## config.mk

```make
export PLATFORM = sky130hd
export DESIGN_NAME = constant_fraction_timing_pick
export DESIGN_NICKNAME = d
export VERILOG_FILES = /design/src/rtl/cftp_pkg.sv /design/src/rtl/cftp_front.sv /design/src/rtl/cftp_dline.sv /design/src/rtl/cftp_pick.sv /design/src/rtl/constant_fraction_timing_pick.sv
export SDC_FILE = /design/constraint.sdc
export NUM_CORES = 2
export LEC_CHECK = 0
export BUFFER_PORTS_ARGS = -buffer_cell sky130_fd_sc_hd__buf_2
export CAP_MARGIN = 10
export CORE_MARGIN = 4
export CORE_UTILIZATION = 58
export DETAILED_ROUTE_END_ITERATION = 12
export GPL_ROUTABILITY_DRIVEN = 0
export HOLD_SLACK_MARGIN = 0.03
export PLACE_DENSITY = 0.79
export RECOVER_POWER = 50
export SETUP_SLACK_MARGIN = 0.02
export SLEW_MARGIN = 20
export SYNTH_ARGS = -nofsm -noshare
export SYNTH_HDL_FRONTEND = slang
export SYNTH_SLANG_ARGS = --single-unit
```

## constraint.sdc

```tcl
create_clock -name clk -period 6.9 [get_ports clk]
set_input_delay 0.345 -clock clk [delete_from_list [all_inputs] [get_ports clk]]
set_output_delay 0.345 -clock clk [all_outputs]
set_load 0.1 [all_outputs]
```

## src/rtl/cftp_pkg.sv

```systemverilog
// Shared types and constants for the constant fraction timing pick block.
// Holds the request/result payload structs and the pipeline structs that
// pass between the front end, the delay-line memory and the pick stage.
package cftp_pkg;

    localparam int MAX_TRACE_LEN = 1024;
    localparam int MAX_DELAY     = 64;
    localparam int HALF_WIDTH    = 2;
    localparam int WIN_TAPS      = 2 * HALF_WIDTH + 1;

    localparam int SAMPLE_W = 16;
    localparam int SUM_W    = SAMPLE_W + $clog2(WIN_TAPS);
    localparam int CNT_W    = $clog2(MAX_TRACE_LEN + 1);
    localparam int DLY_AW   = $clog2(MAX_DELAY);
    localparam int IDX_W    = 11;
    localparam int FRAC_W   = 16;
    localparam int DELAY_W  = 6;
    localparam int THR_W    = 20;
    localparam int CFG_DW   = 20;
    localparam int CFG_IW   = 2;
    localparam int PROD_W   = SUM_W + FRAC_W + 1;

    localparam logic [FRAC_W-1:0]         FRACTION_RST  = FRAC_W'(19661);
    localparam logic [DELAY_W-1:0]        DELAY_RST     = DELAY_W'(20);
    localparam logic signed [THR_W-1:0]   THRESHOLD_RST = THR_W'(2048);

    typedef enum logic [CFG_IW-1:0] {
        REG_FRACTION  = 2'd0,
        REG_DELAY     = 2'd1,
        REG_THRESHOLD = 2'd2
    } cfg_reg_t;

    typedef struct packed {
        logic signed [SAMPLE_W-1:0] sample;
        logic                       last_sample;
    } sample_req_t;

    typedef struct packed {
        logic signed [IDX_W-1:0] crossing_index;
        logic                    found;
        logic                    was_armed;
    } pick_rsp_t;

    typedef struct packed {
        logic                    valid;
        logic                    last;
        logic                    j_ok;
        logic                    use_self;
        logic signed [IDX_W-1:0] crossing;
        logic signed [SUM_W-1:0] win_sum;
    } cftp_s1_t;

    typedef struct packed {
        logic                    we;
        logic                    re;
        logic [DLY_AW-1:0]       waddr;
        logic [DLY_AW-1:0]       raddr;
        logic signed [SUM_W-1:0] wdata;
    } cftp_mem_req_t;

endpackage

```

## src/rtl/cftp_front.sv

```systemverilog
// Front end: sample window, sample counter and delay-line addressing.
// Produces the first pipeline stage and the delay-line memory request.
// Depends on cftp_pkg.
module cftp_front (
    input  logic                          clk,
    input  logic                          rst_n,
    input  logic                          accept,
    input  logic                          adv,
    input  cftp_pkg::sample_req_t         req,
    input  logic [cftp_pkg::DELAY_W-1:0]  delay,
    output cftp_pkg::cftp_s1_t            s1,
    output cftp_pkg::cftp_mem_req_t       mem_req
);
    import cftp_pkg::*;

    localparam int CW1 = CNT_W + 1;

    logic signed [SAMPLE_W-1:0] taps_reg [0:WIN_TAPS-2];
    logic [CNT_W-1:0]           count_reg, count_next;
    logic [DLY_AW-1:0]          pos_reg, pos_next;
    cftp_s1_t                   s1_reg, s1_next;

    logic signed [SUM_W-1:0]    win_sum;
    logic                       proc;
    logic                       full_win;
    logic [CW1-1:0]             count_x;
    logic [CW1-1:0]             cross_x;

    always_comb
    begin
        win_sum = SUM_W'(req.sample);
        for (int i = 0; i < WIN_TAPS - 1; i++)
        begin
            win_sum = win_sum + SUM_W'(taps_reg[i]);
        end
        proc     = count_reg < CNT_W'(MAX_TRACE_LEN);
        full_win = count_reg >= CNT_W'(2 * HALF_WIDTH);
        count_x  = CW1'(count_reg);
        cross_x  = count_x - CW1'(delay) - CW1'(HALF_WIDTH + 1);

        count_next = count_reg;
        pos_next   = pos_reg;
        if (accept)
        begin
            if (req.last_sample)
            begin
                count_next = '0;
                pos_next   = '0;
            end
            else if (proc)
            begin
                count_next = count_reg + CNT_W'(1);
                if (full_win)
                begin
                    pos_next = pos_reg + DLY_AW'(1);
                end
            end
        end

        s1_next.valid    = accept;
        s1_next.last     = req.last_sample;
        s1_next.j_ok     = proc && full_win
                           && (count_x >= CW1'(delay) + CW1'(2 * HALF_WIDTH));
        s1_next.use_self = (delay == '0);
        s1_next.crossing = cross_x[IDX_W-1:0];
        s1_next.win_sum  = win_sum;

        mem_req.we    = accept && proc && full_win;
        mem_req.re    = adv;
        mem_req.waddr = pos_reg;
        mem_req.raddr = pos_reg - DLY_AW'(delay);
        mem_req.wdata = win_sum;
    end

    // window taps carry no reset: a sum is used only once all taps are from this trace
    always_ff @(posedge clk)
    begin
        if (accept && proc)
        begin
            for (int i = 0; i < WIN_TAPS - 2; i++)
            begin
                taps_reg[i] <= taps_reg[i + 1];
            end
            taps_reg[WIN_TAPS-2] <= req.sample;
        end
    end

    always_ff @(posedge clk or negedge rst_n)
    begin
        if (!rst_n)
        begin
            count_reg <= '0;
            pos_reg   <= '0;
            s1_reg    <= '0;
        end
        else
        begin
            count_reg <= count_next;
            pos_reg   <= pos_next;
            if (adv)
            begin
                s1_reg <= s1_next;
            end
        end
    end

    assign s1 = s1_reg;

endmodule

```

## src/rtl/cftp_dline.sv

```systemverilog
// Delay line of smoothed sums: one synchronous memory, one write port and
// one registered read port. Depends on cftp_pkg.
module cftp_dline (
    input  logic                              clk,
    input  cftp_pkg::cftp_mem_req_t           mem_req,
    output logic signed [cftp_pkg::SUM_W-1:0] rd_data
);
    import cftp_pkg::*;

    logic signed [SUM_W-1:0] mem [0:MAX_DELAY-1];
    logic signed [SUM_W-1:0] rd_data_reg;

    always_ff @(posedge clk)
    begin
        if (mem_req.we)
        begin
            mem[mem_req.waddr] <= mem_req.wdata;
        end
        if (mem_req.re)
        begin
            rd_data_reg <= mem[mem_req.raddr];
        end
    end

    assign rd_data = rd_data_reg;

endmodule

```

## src/rtl/cftp_pick.sv

```systemverilog
// Fraction multiply, CFD value, arm/crossing decision and result register.
// Also produces the pipeline advance used by the whole block.
// Depends on cftp_pkg.
module cftp_pick (
    input  logic                              clk,
    input  logic                              rst_n,
    input  cftp_pkg::cftp_s1_t                s1,
    input  logic signed [cftp_pkg::SUM_W-1:0] rd_data,
    input  logic [cftp_pkg::FRAC_W-1:0]       fraction,
    input  logic signed [cftp_pkg::THR_W-1:0] threshold,
    input  logic                              out_ready,
    output logic                              out_valid,
    output cftp_pkg::pick_rsp_t               out_data,
    output logic                              adv
);
    import cftp_pkg::*;

    localparam int FQ_W  = PROD_W - FRAC_W;
    localparam int CFD_W = FQ_W + 1;

    typedef struct packed {
        logic                     valid;
        logic                     last;
        logic                     j_ok;
        logic signed [IDX_W-1:0]  crossing;
        logic signed [SUM_W-1:0]  earlier;
        logic signed [PROD_W-1:0] prod;
    } cftp_s2_t;

    cftp_s2_t                s2_reg;
    logic                    armed_reg, armed_next;
    logic                    done_reg, done_next;
    logic signed [IDX_W-1:0] cross_reg, cross_next;
    logic                    out_valid_reg;
    pick_rsp_t               out_data_reg;

    logic signed [PROD_W-1:0] prod;
    logic signed [FQ_W-1:0]   frac_part;
    logic signed [CFD_W-1:0]  cfd;
    logic                     test;
    logic                     arm_hit;
    logic                     cross_hit;
    logic                     emit;

    assign adv  = !out_valid_reg || out_ready;
    assign prod = PROD_W'(s1.win_sum) * PROD_W'($signed({1'b0, fraction}));

    always_comb
    begin
        // arithmetic shift right by 16 gives the floor of the fraction product
        frac_part  = s2_reg.prod[PROD_W-1:FRAC_W];
        cfd        = CFD_W'(s2_reg.earlier) - CFD_W'(frac_part);
        test       = s2_reg.valid && s2_reg.j_ok && !done_reg;
        arm_hit    = test && (cfd < CFD_W'(threshold));
        armed_next = armed_reg || arm_hit;
        cross_hit  = test && armed_next && (cfd < 0);
        done_next  = done_reg || cross_hit;
        cross_next = cross_hit ? s2_reg.crossing : cross_reg;
        emit       = adv && s2_reg.valid && s2_reg.last;
    end

    always_ff @(posedge clk or negedge rst_n)
    begin
        if (!rst_n)
        begin
            s2_reg        <= '0;
            armed_reg     <= 1'b0;
            done_reg      <= 1'b0;
            cross_reg     <= '1;
            out_valid_reg <= 1'b0;
        end
        else
        begin
            if (adv)
            begin
                s2_reg.valid    <= s1.valid;
                s2_reg.last     <= s1.last;
                s2_reg.j_ok     <= s1.j_ok;
                s2_reg.crossing <= s1.crossing;
                s2_reg.earlier  <= s1.use_self ? s1.win_sum : rd_data;
                s2_reg.prod     <= prod;
                if (s2_reg.valid)
                begin
                    // drop trace state once its result is taken into the output
                    if (s2_reg.last)
                    begin
                        armed_reg <= 1'b0;
                        done_reg  <= 1'b0;
                        cross_reg <= '1;
                    end
                    else
                    begin
                        armed_reg <= armed_next;
                        done_reg  <= done_next;
                        cross_reg <= cross_next;
                    end
                end
            end
            if (emit)
            begin
                out_valid_reg <= 1'b1;
            end
            else if (out_ready)
            begin
                out_valid_reg <= 1'b0;
            end
        end
    end

    always_ff @(posedge clk)
    begin
        if (emit)
        begin
            out_data_reg.crossing_index <= cross_next;
            out_data_reg.found          <= done_next;
            out_data_reg.was_armed      <= armed_next;
        end
    end

    assign out_valid = out_valid_reg;
    assign out_data  = out_data_reg;

    a_found_needs_armed: assert property (@(posedge clk) disable iff (!rst_n)
        out_valid_reg |-> (!out_data_reg.found || out_data_reg.was_armed))
        else $error("result found without armed");

    a_none_is_minus_one: assert property (@(posedge clk) disable iff (!rst_n)
        (out_valid_reg && !out_data_reg.found) |-> (out_data_reg.crossing_index == '1))
        else $error("crossing index set without a crossing");

    a_done_needs_armed: assert property (@(posedge clk) disable iff (!rst_n)
        done_reg |-> armed_reg)
        else $error("crossing recorded while not armed");

    a_clear_after_last: assert property (@(posedge clk) disable iff (!rst_n)
        emit |=> (!armed_reg && !done_reg && out_valid_reg))
        else $error("trace state not cleared after last sample");

endmodule

```

## src/rtl/constant_fraction_timing_pick.sv

```systemverilog
// Constant fraction timing pick: one sample request per cycle in unless a
// result stalls, one result per trace out. Configuration register file and
// top-level wiring. Depends on cftp_pkg, cftp_front, cftp_dline and cftp_pick.
//
// Usage:
//   in_valid/in_ready/in_data carry one trace sample per request; the
//   request with last_sample set closes the trace and yields one result on
//   out_valid/out_ready/out_data. Other samples yield nothing.
//   Throughput is one sample per cycle while results are taken; the only
//   loop is the read-modify of the arm/crossing flags.
//   Pipeline: the window sum and the memory read are registered when a
//   sample is accepted, the fraction multiply is registered with the delayed
//   sum, and the decision for a last sample goes into the output register.
//   A stalled result holds the whole pipeline, so in_ready drops only while
//   a result sits unaccepted and out_ready is low.
//   Reset clears the counters, flags and output valid; configuration returns to
//   fraction 19661, delay 20, threshold 2048. The delay memory needs no
//   clearing pass: an entry is used only after it was written in the trace.
//   cfg_ready is always high; write registers only while the block is idle.
module constant_fraction_timing_pick (
    input  logic                         clk,
    input  logic                         rst_n,
    input  logic                         in_valid,
    output logic                         in_ready,
    input  cftp_pkg::sample_req_t        in_data,
    output logic                         out_valid,
    input  logic                         out_ready,
    output cftp_pkg::pick_rsp_t          out_data,
    input  logic                         cfg_valid,
    output logic                         cfg_ready,
    input  logic [cftp_pkg::CFG_IW-1:0]  cfg_index,
    input  logic [cftp_pkg::CFG_DW-1:0]  cfg_data
);
    import cftp_pkg::*;

    logic [FRAC_W-1:0]       fraction_reg;
    logic [DELAY_W-1:0]      delay_reg;
    logic signed [THR_W-1:0] threshold_reg;

    logic          accept;
    logic          adv;
    cftp_s1_t      s1;
    cftp_mem_req_t mem_req;
    logic signed [SUM_W-1:0] rd_data;

    assign cfg_ready = 1'b1;
    assign in_ready  = adv;
    assign accept    = in_valid && adv;

    always_ff @(posedge clk or negedge rst_n)
    begin
        if (!rst_n)
        begin
            fraction_reg  <= FRACTION_RST;
            delay_reg     <= DELAY_RST;
            threshold_reg <= THRESHOLD_RST;
        end
        else if (cfg_valid && cfg_ready)
        begin
            unique case (cfg_index)
                REG_FRACTION:  fraction_reg  <= cfg_data[FRAC_W-1:0];
                REG_DELAY:     delay_reg     <= cfg_data[DELAY_W-1:0];
                REG_THRESHOLD: threshold_reg <= cfg_data[THR_W-1:0];
                default:       ;
            endcase
        end
    end

    cftp_front u_front (
        .clk     (clk),
        .rst_n   (rst_n),
        .accept  (accept),
        .adv     (adv),
        .req     (in_data),
        .delay   (delay_reg),
        .s1      (s1),
        .mem_req (mem_req)
    );

    cftp_dline u_dline (
        .clk     (clk),
        .mem_req (mem_req),
        .rd_data (rd_data)
    );

    cftp_pick u_pick (
        .clk       (clk),
        .rst_n     (rst_n),
        .s1        (s1),
        .rd_data   (rd_data),
        .fraction  (fraction_reg),
        .threshold (threshold_reg),
        .out_ready (out_ready),
        .out_valid (out_valid),
        .out_data  (out_data),
        .adv       (adv)
    );

endmodule
```

# After elaboration in Yosys (flattened, before gate mapping)
# Memory sizes are Yosys's and may differ from the RTL's. A register that Yosys moved wholly into a read port is not among the register bits.
# Index checks and enable logic that the tools add are counted.
# totals
regBits	189
memories	2
output_inout_bits	16
elab_cells	89
ram_bits	1280
in_bits	44
# op_classes
addsub	11
n_mul	1
magnitude_cmp	5
reduce_logical	28
mux	16
n_eq_ne	2
# memory_table
memory	depth	width	read_ports	rd_ports_with_merged_regs	wr	line	text
u_dline.mem	64	19	1	1	1	cftp_dline.sv:10	logic signed [SUM_W-1:0] mem [0:MAX_DELAY-1];
u_front.taps_reg	4	16	4	0	4	cftp_front.sv:18	logic signed [SAMPLE_W-1:0] taps_reg [0:WIN_TAPS-2];
# op_table
operator	n
$mux 11	4
$add 19x16->19	2
$mul 19x17->36	1
$lt 21x1->1 const B	1
$lt 21x20->1	1
$sub 19x20->21	1
$mux 19	1
$add 17x16->18	1
$mux 6	3
$add 16x16->17	1
$ge 11x12->1	1
$logic_and 1x1->1	12
$add 11x1->11 const B	1
$ge 11x3->1 const B	1
$lt 11x11->1 const B	1
$sub 11x2->11 const B	1
$sub 11x6->11	1
$reduce_and 2->1	5
$mux 1	8
$add 6x3->7 const B	1
$add 6x1->6 const B	1
$logic_not 6->1	1
$reduce_bool 2->1	3
$sub 6x6->6	1
other kinds (6)	9

# Longest topological paths before layout
# logic_depth
word_depth	8
ltp_mapped	26
depth_no_buf	23

# Hierarchy
# A second synthesis with hierarchy kept.
# hier_totals
hier_cells	4674
hier_area_um2	72344.4
# modules_own_cells
mod	area_per_inst_um2	seq_area_each_um2	cells_per_inst	n_inst
cftp_dline	47304.1	37085.6	2113	1
cftp_pick	15947.8	2080.7	1768	1
cftp_front	7482.2	3198.1	700	1
constant_fraction_timing_pick	1610.3	1064.8	93	1

# Worst setup path before layout
# Ideal clock, no wire load.
# synth_timing
path_type	reg-to-reg
startpoint	memory u_front.taps_reg[0][1]
endpoint	memory u_dline.mem[0][18] (netlist name) (data pin)
t_required_ps	6328
path_stages_with_launch	21
synth_period_minus_slack_ps	6472
setup_time_ps	572
arrival_time_ps	5900
n_path_buf	0
setup_slack_ps	428
cell_sequence	edfxtp_1 > fa_1 > ha_1 > inv_1 > fa_1 > nor2b_1 > o21ai_0 > a21boi_0 > o21ai_0 > a21oi_1 > a21oi_1 > xor2_1 > fa_1 > inv_1 > ha_1 > a21o_1 > a41oi_1 > o21ai_0 > o41a_1 > o41ai_1 > xnor2_1
# synth_rtl
element	line
from (decl)	cftp_front.sv:18
to (decl)	cftp_dline.sv:10

# Final worst setup path
# layout_timing
startpoint	register fraction_reg[9]
endpoint	register u_pick.s2_reg (netlist bit u_pick.frac_part[16])
# layout_between
elab_chain_len	1
# layout_rtl
element	line	text
from (decl)	constant_fraction_timing_pick.sv:36	logic [FRAC_W-1:0] fraction_reg;
from (signal assigned)	constant_fraction_timing_pick.sv:61	REG_FRACTION: fraction_reg <= cfg_data[FRAC_W-1:0];
$mul 19x17->36	cftp_pick.sv:46	assign prod = PROD_W'(s1.win_sum) * PROD_W'($signed({1'b0, fraction}));
to (decl)	cftp_pick.sv:30	cftp_s2_t s2_reg;
# No other way between the ends.
# A chain may end at the register's enable or synchronous reset.

==> load_flow_metrics.sql <==
INSERT INTO impl_metrics (metric_group, metric, value, unit) VALUES
('outcome', 'outcome', 'finished, violations left', ''),
('outcome', 'failing_checks', 'capacitance limit, slew limit', ''),
('cts', 'clkSlewWorstSetupHoldPaths', '60', 'ps'),
('min_path', 'worst_hold_path.num_cells', '3', ''),
('timing', 'grt_setup_unrepaired', 'no', ''),
('finish', 'area_growth', '10.9', '%'),
('drt', 'ant_nets', '0', ''),
('place', 'post_dp_cell_area', '74600', 'sq um'),
('finish', 'share_of_layout_cells_above_drive_strength_1', '18.3', '%'),
('floorplanning', 'num_io_pins', '60', ''),
('cts', 'cts_setup_buffers', '0', ''),
('finish', 'flip_flop_and_latch_area', '43400', 'sq um'),
('cts', 'cts_root_buffer', 'clkbuf_16', ''),
('timing', 'finClkSkew', '27.9', 'ps'),
('drt', 'drt-pass1-iter-count', '6', ''),
('timing', 'fin_setup_tns', '0', 'ps'),
('floorplanning', 'fp.coreArea', '122000', 'sq um'),
('cts', 'cts-hold-fix-buffers', '39', ''),
('finish', 'fillerInstances', '8129', ''),
('place', 'placement.io_buffers', '58', ''),
('place', 'place.detailed.hpwl', '101', 'mm'),
('timing', 'hold_viol_final', '0', ''),
('drt', 'detail_route.vias_per_cell', '6.26', ''),
('synthesis', 'async_flop_share', '10.9', '%'),
('finish', 'multiInputGateArea', '25800', 'sq um'),
('cts', 'numClockSinks', '1472', ''),
('synthesis', 'yosys-mux-area-fraction', '13.5', '%'),
('synthesis', 'synth_compound_area_share', '3.11', '%'),
('global_routing', 'grtUsageTotal', '27.1', '%'),
('drt', 'drcViolationCount', '0', ''),
('global_routing', 'maximum_number_of_pins_on_one_net_before_global_route_repair', '98', ''),
('worst_setup_path', 'worstRegToRegCells', '20', ''),
('min_path', 'min_path_type', 'in -> reg', ''),
('timing', 'layout_min_cycle_time', '6520', 'ps'),
('synthesis', 'count_of_warnings_emitted_by_yosys', '0', ''),
('place', 'placedCellCount', '6012', ''),
('synthesis', 'yosys_register_bits', '1472', ''),
('synthesis', 'postSynthCellCount', '4403', ''),
('floorplanning', 'die_width', '359', 'um'),
('floorplanning', 'row_count', '128', ''),
('floorplanning', 'floorplan.die.height', '359', 'um'),
('worst_setup_path', 'top_fanout_value_on_the_critical_path', '12', ''),
('worst_setup_path', 'critical_path.endpoint_type', 'flip-flop', ''),
('worst_setup_path', 'worstSetupStartpointType', 'flip-flop', ''),
('cts', 'clkLatencyLatePin', '780', 'ps'),
('global_routing', 'antenna_violations_before_repair', '4', ''),
('cts', 'clockBufferDepth', '3', ''),
('finish', 'layoutNonFillerInstCount', '6320', ''),
('cts', 'cts_tree', 'built', ''),
('synthesis', 'synth_xor_area_share', '1.06', '%'),
('synthesis', 'synthDistinctLibCells', '76', ''),
('drt', 'wire_per_inst', '27.2', 'um'),
('timing', 'timing.hold.ws', '174', 'ps'),
('finish', 'layout.cells.most_common', 'edfxtp_1', ''),
('synthesis', 'synth_fp_nets', '4982', ''),
('global_routing', 'globalRoute.totalOverflow', '0', ''),
('timing', 'timing.max_slew.rel_slack', '-255', '%'),
('floorplanning', 'start_util', '58.6', '%'),
('synthesis', 'synth_enable_flop_cells', '1312', ''),
('timing', 'final-max-slew-violation-count', '1155', ''),
('cts', 'count_of_cells_resized_by_post_cts_repair', '0', ''),
('synthesis', 'synth-simple-area-share', '4.96', '%'),
('synthesis', 'ys_dominant_reg_cell', 'edfxtp_1', ''),
('worst_setup_path', 'worstPathArrival', '7180', 'ps'),
('synthesis', 'synthAdderAreaFrac', '12.9', '%'),
('timing', 'final_min_period_over_clock_period', '94.5', '%'),
('finish', 'design.final.nets', '5154', ''),
('global_routing', 'grt_first_pass_wirelength', '262', 'mm'),
('global_routing', 'number_of_global_route_vias_before_repair', '41334', ''),
('finish', 'mostFrequentLayoutCells', 'edfxtp_1, inv_1, mux4_2', ''),
('run', 'number_of_maximum_capacitance_constraint_violations', '47', '');
## cell type report
class / instances / share of cell area (%)
flip-flops and latches: 1472 / 54.7
multi-input cells: 2209 / 32.5
clock buffers: 185 / 5.02
well taps: 1625 / 2.56
inverters: 521 / 2.46
repair buffers: 224 / 1.90
clock inverters: 83 / 0.890
diodes: 1 / 0.00315
## routing by layer
layer / share of wire [%] / track usage (%) / routed length (um) / vias to the layer above
li1: - / - / - / 16407
met1: 36 / 35.8 / 62400 / 20599
met2: 51 / 45.2 / 87100 / 2190
met3: 8.6 / 4.72 / 14900 / 370
met4: 4.4 / 11.4 / 7560 / 2
met5: 0.0076 / 0 / 13 / -
## worst paths after layout
check,startpoint,endpoint
min in group asynchronous,rst_n,u_pick.s2_reg[62]
hold reg to reg,u_front.taps_reg[2][9],u_front.taps_reg[1][9]
max in group asynchronous,rst_n,u_front.count_reg[4]
setup reg to reg,fraction_reg[9],u_pick.frac_part[16]
setup / recovery,fraction_reg[9],u_pick.frac_part[16]
hold / removal,in_valid,u_front.s1[33]
## cell usage after synthesis, types with 4 or more instances
cell      number  area (sq um)
xor2_1        24           210
dfrtp_1      138          3450
clkbuf_1     154           578
mux2_2        61           687
o21a_1        20           150
fa_1         344          6890
mux4_2       380          8560
nand4_1       10          62.6
or3_1         16           100
buf_2         20           100
o211ai_1       7          52.6
o31ai_1        8          60.1
a21o_1        32           240
o21bai_1       7          52.6
a21oi_1       98           490
o21ai_0       74           370
nor4_1         6          37.5
xnor2_1       63           552
a31oi_1        4          25.0
nand2b_1       9          56.3
a211oi_1      35           263
nor3_1        21           105
inv_1        520          1950
nand3_1       26           130
nor3b_1        5          37.5
ha_1         191          2390
o211a_1        4          40.0
dfstp_2       22           578
nand2_1      346          1300
nand3b_1       6          45.0
mux2i_1       40           400
edfxtp_1    1312         39400
and3_1        11          68.8
o22a_1        10          87.6
and2_1       120           751
a21boi_0       8          60.1
nor2b_1       29           181
buf_1         25          93.8
nor2_1       146           548
## cell families after synthesis
| group | Yosys count |
|---|---|
| multiplexers | 481 |
| buffers and inverters | 722 |
| other | 1 |
| AO/OA/AOI/OAI | 340 |
| XOR/XNOR | 87 |
| AND/OR/NAND/NOR | 765 |
| flip-flops | 1472 |
| adder cells (fa/ha/maj) | 535 |
## critical path, stage by stage (launching register included)
cell and delay, ps:
dfrtp_1 640, clkbuf_1 460, nand2_1 150, fa_1 520
inv_1 50, fa_1 490, fa_1 610, fa_1 450
fa_1 500, inv_1 50, fa_1 470, inv_1 40
ha_1 330, a21o_1 200, a21oi_1 180, o21ai_0 120
a21oi_1 210, o21ai_0 180, nor3_1 380, nor3_1 120
a211oi_1 260
## per-stage QoR
stage                     worst slack (ps)  util [%]
after detailed placement               465      61.1
after CTS                              445      65.2
after global placement                 558      61.1
after global routing                  72.8      65.0
after floorplan                        428         -
final                                  383      65.0
Power is left out: the tool's default activity adds up to more than one toggle a clock period on the data nets, which glitch-free logic cannot reach.
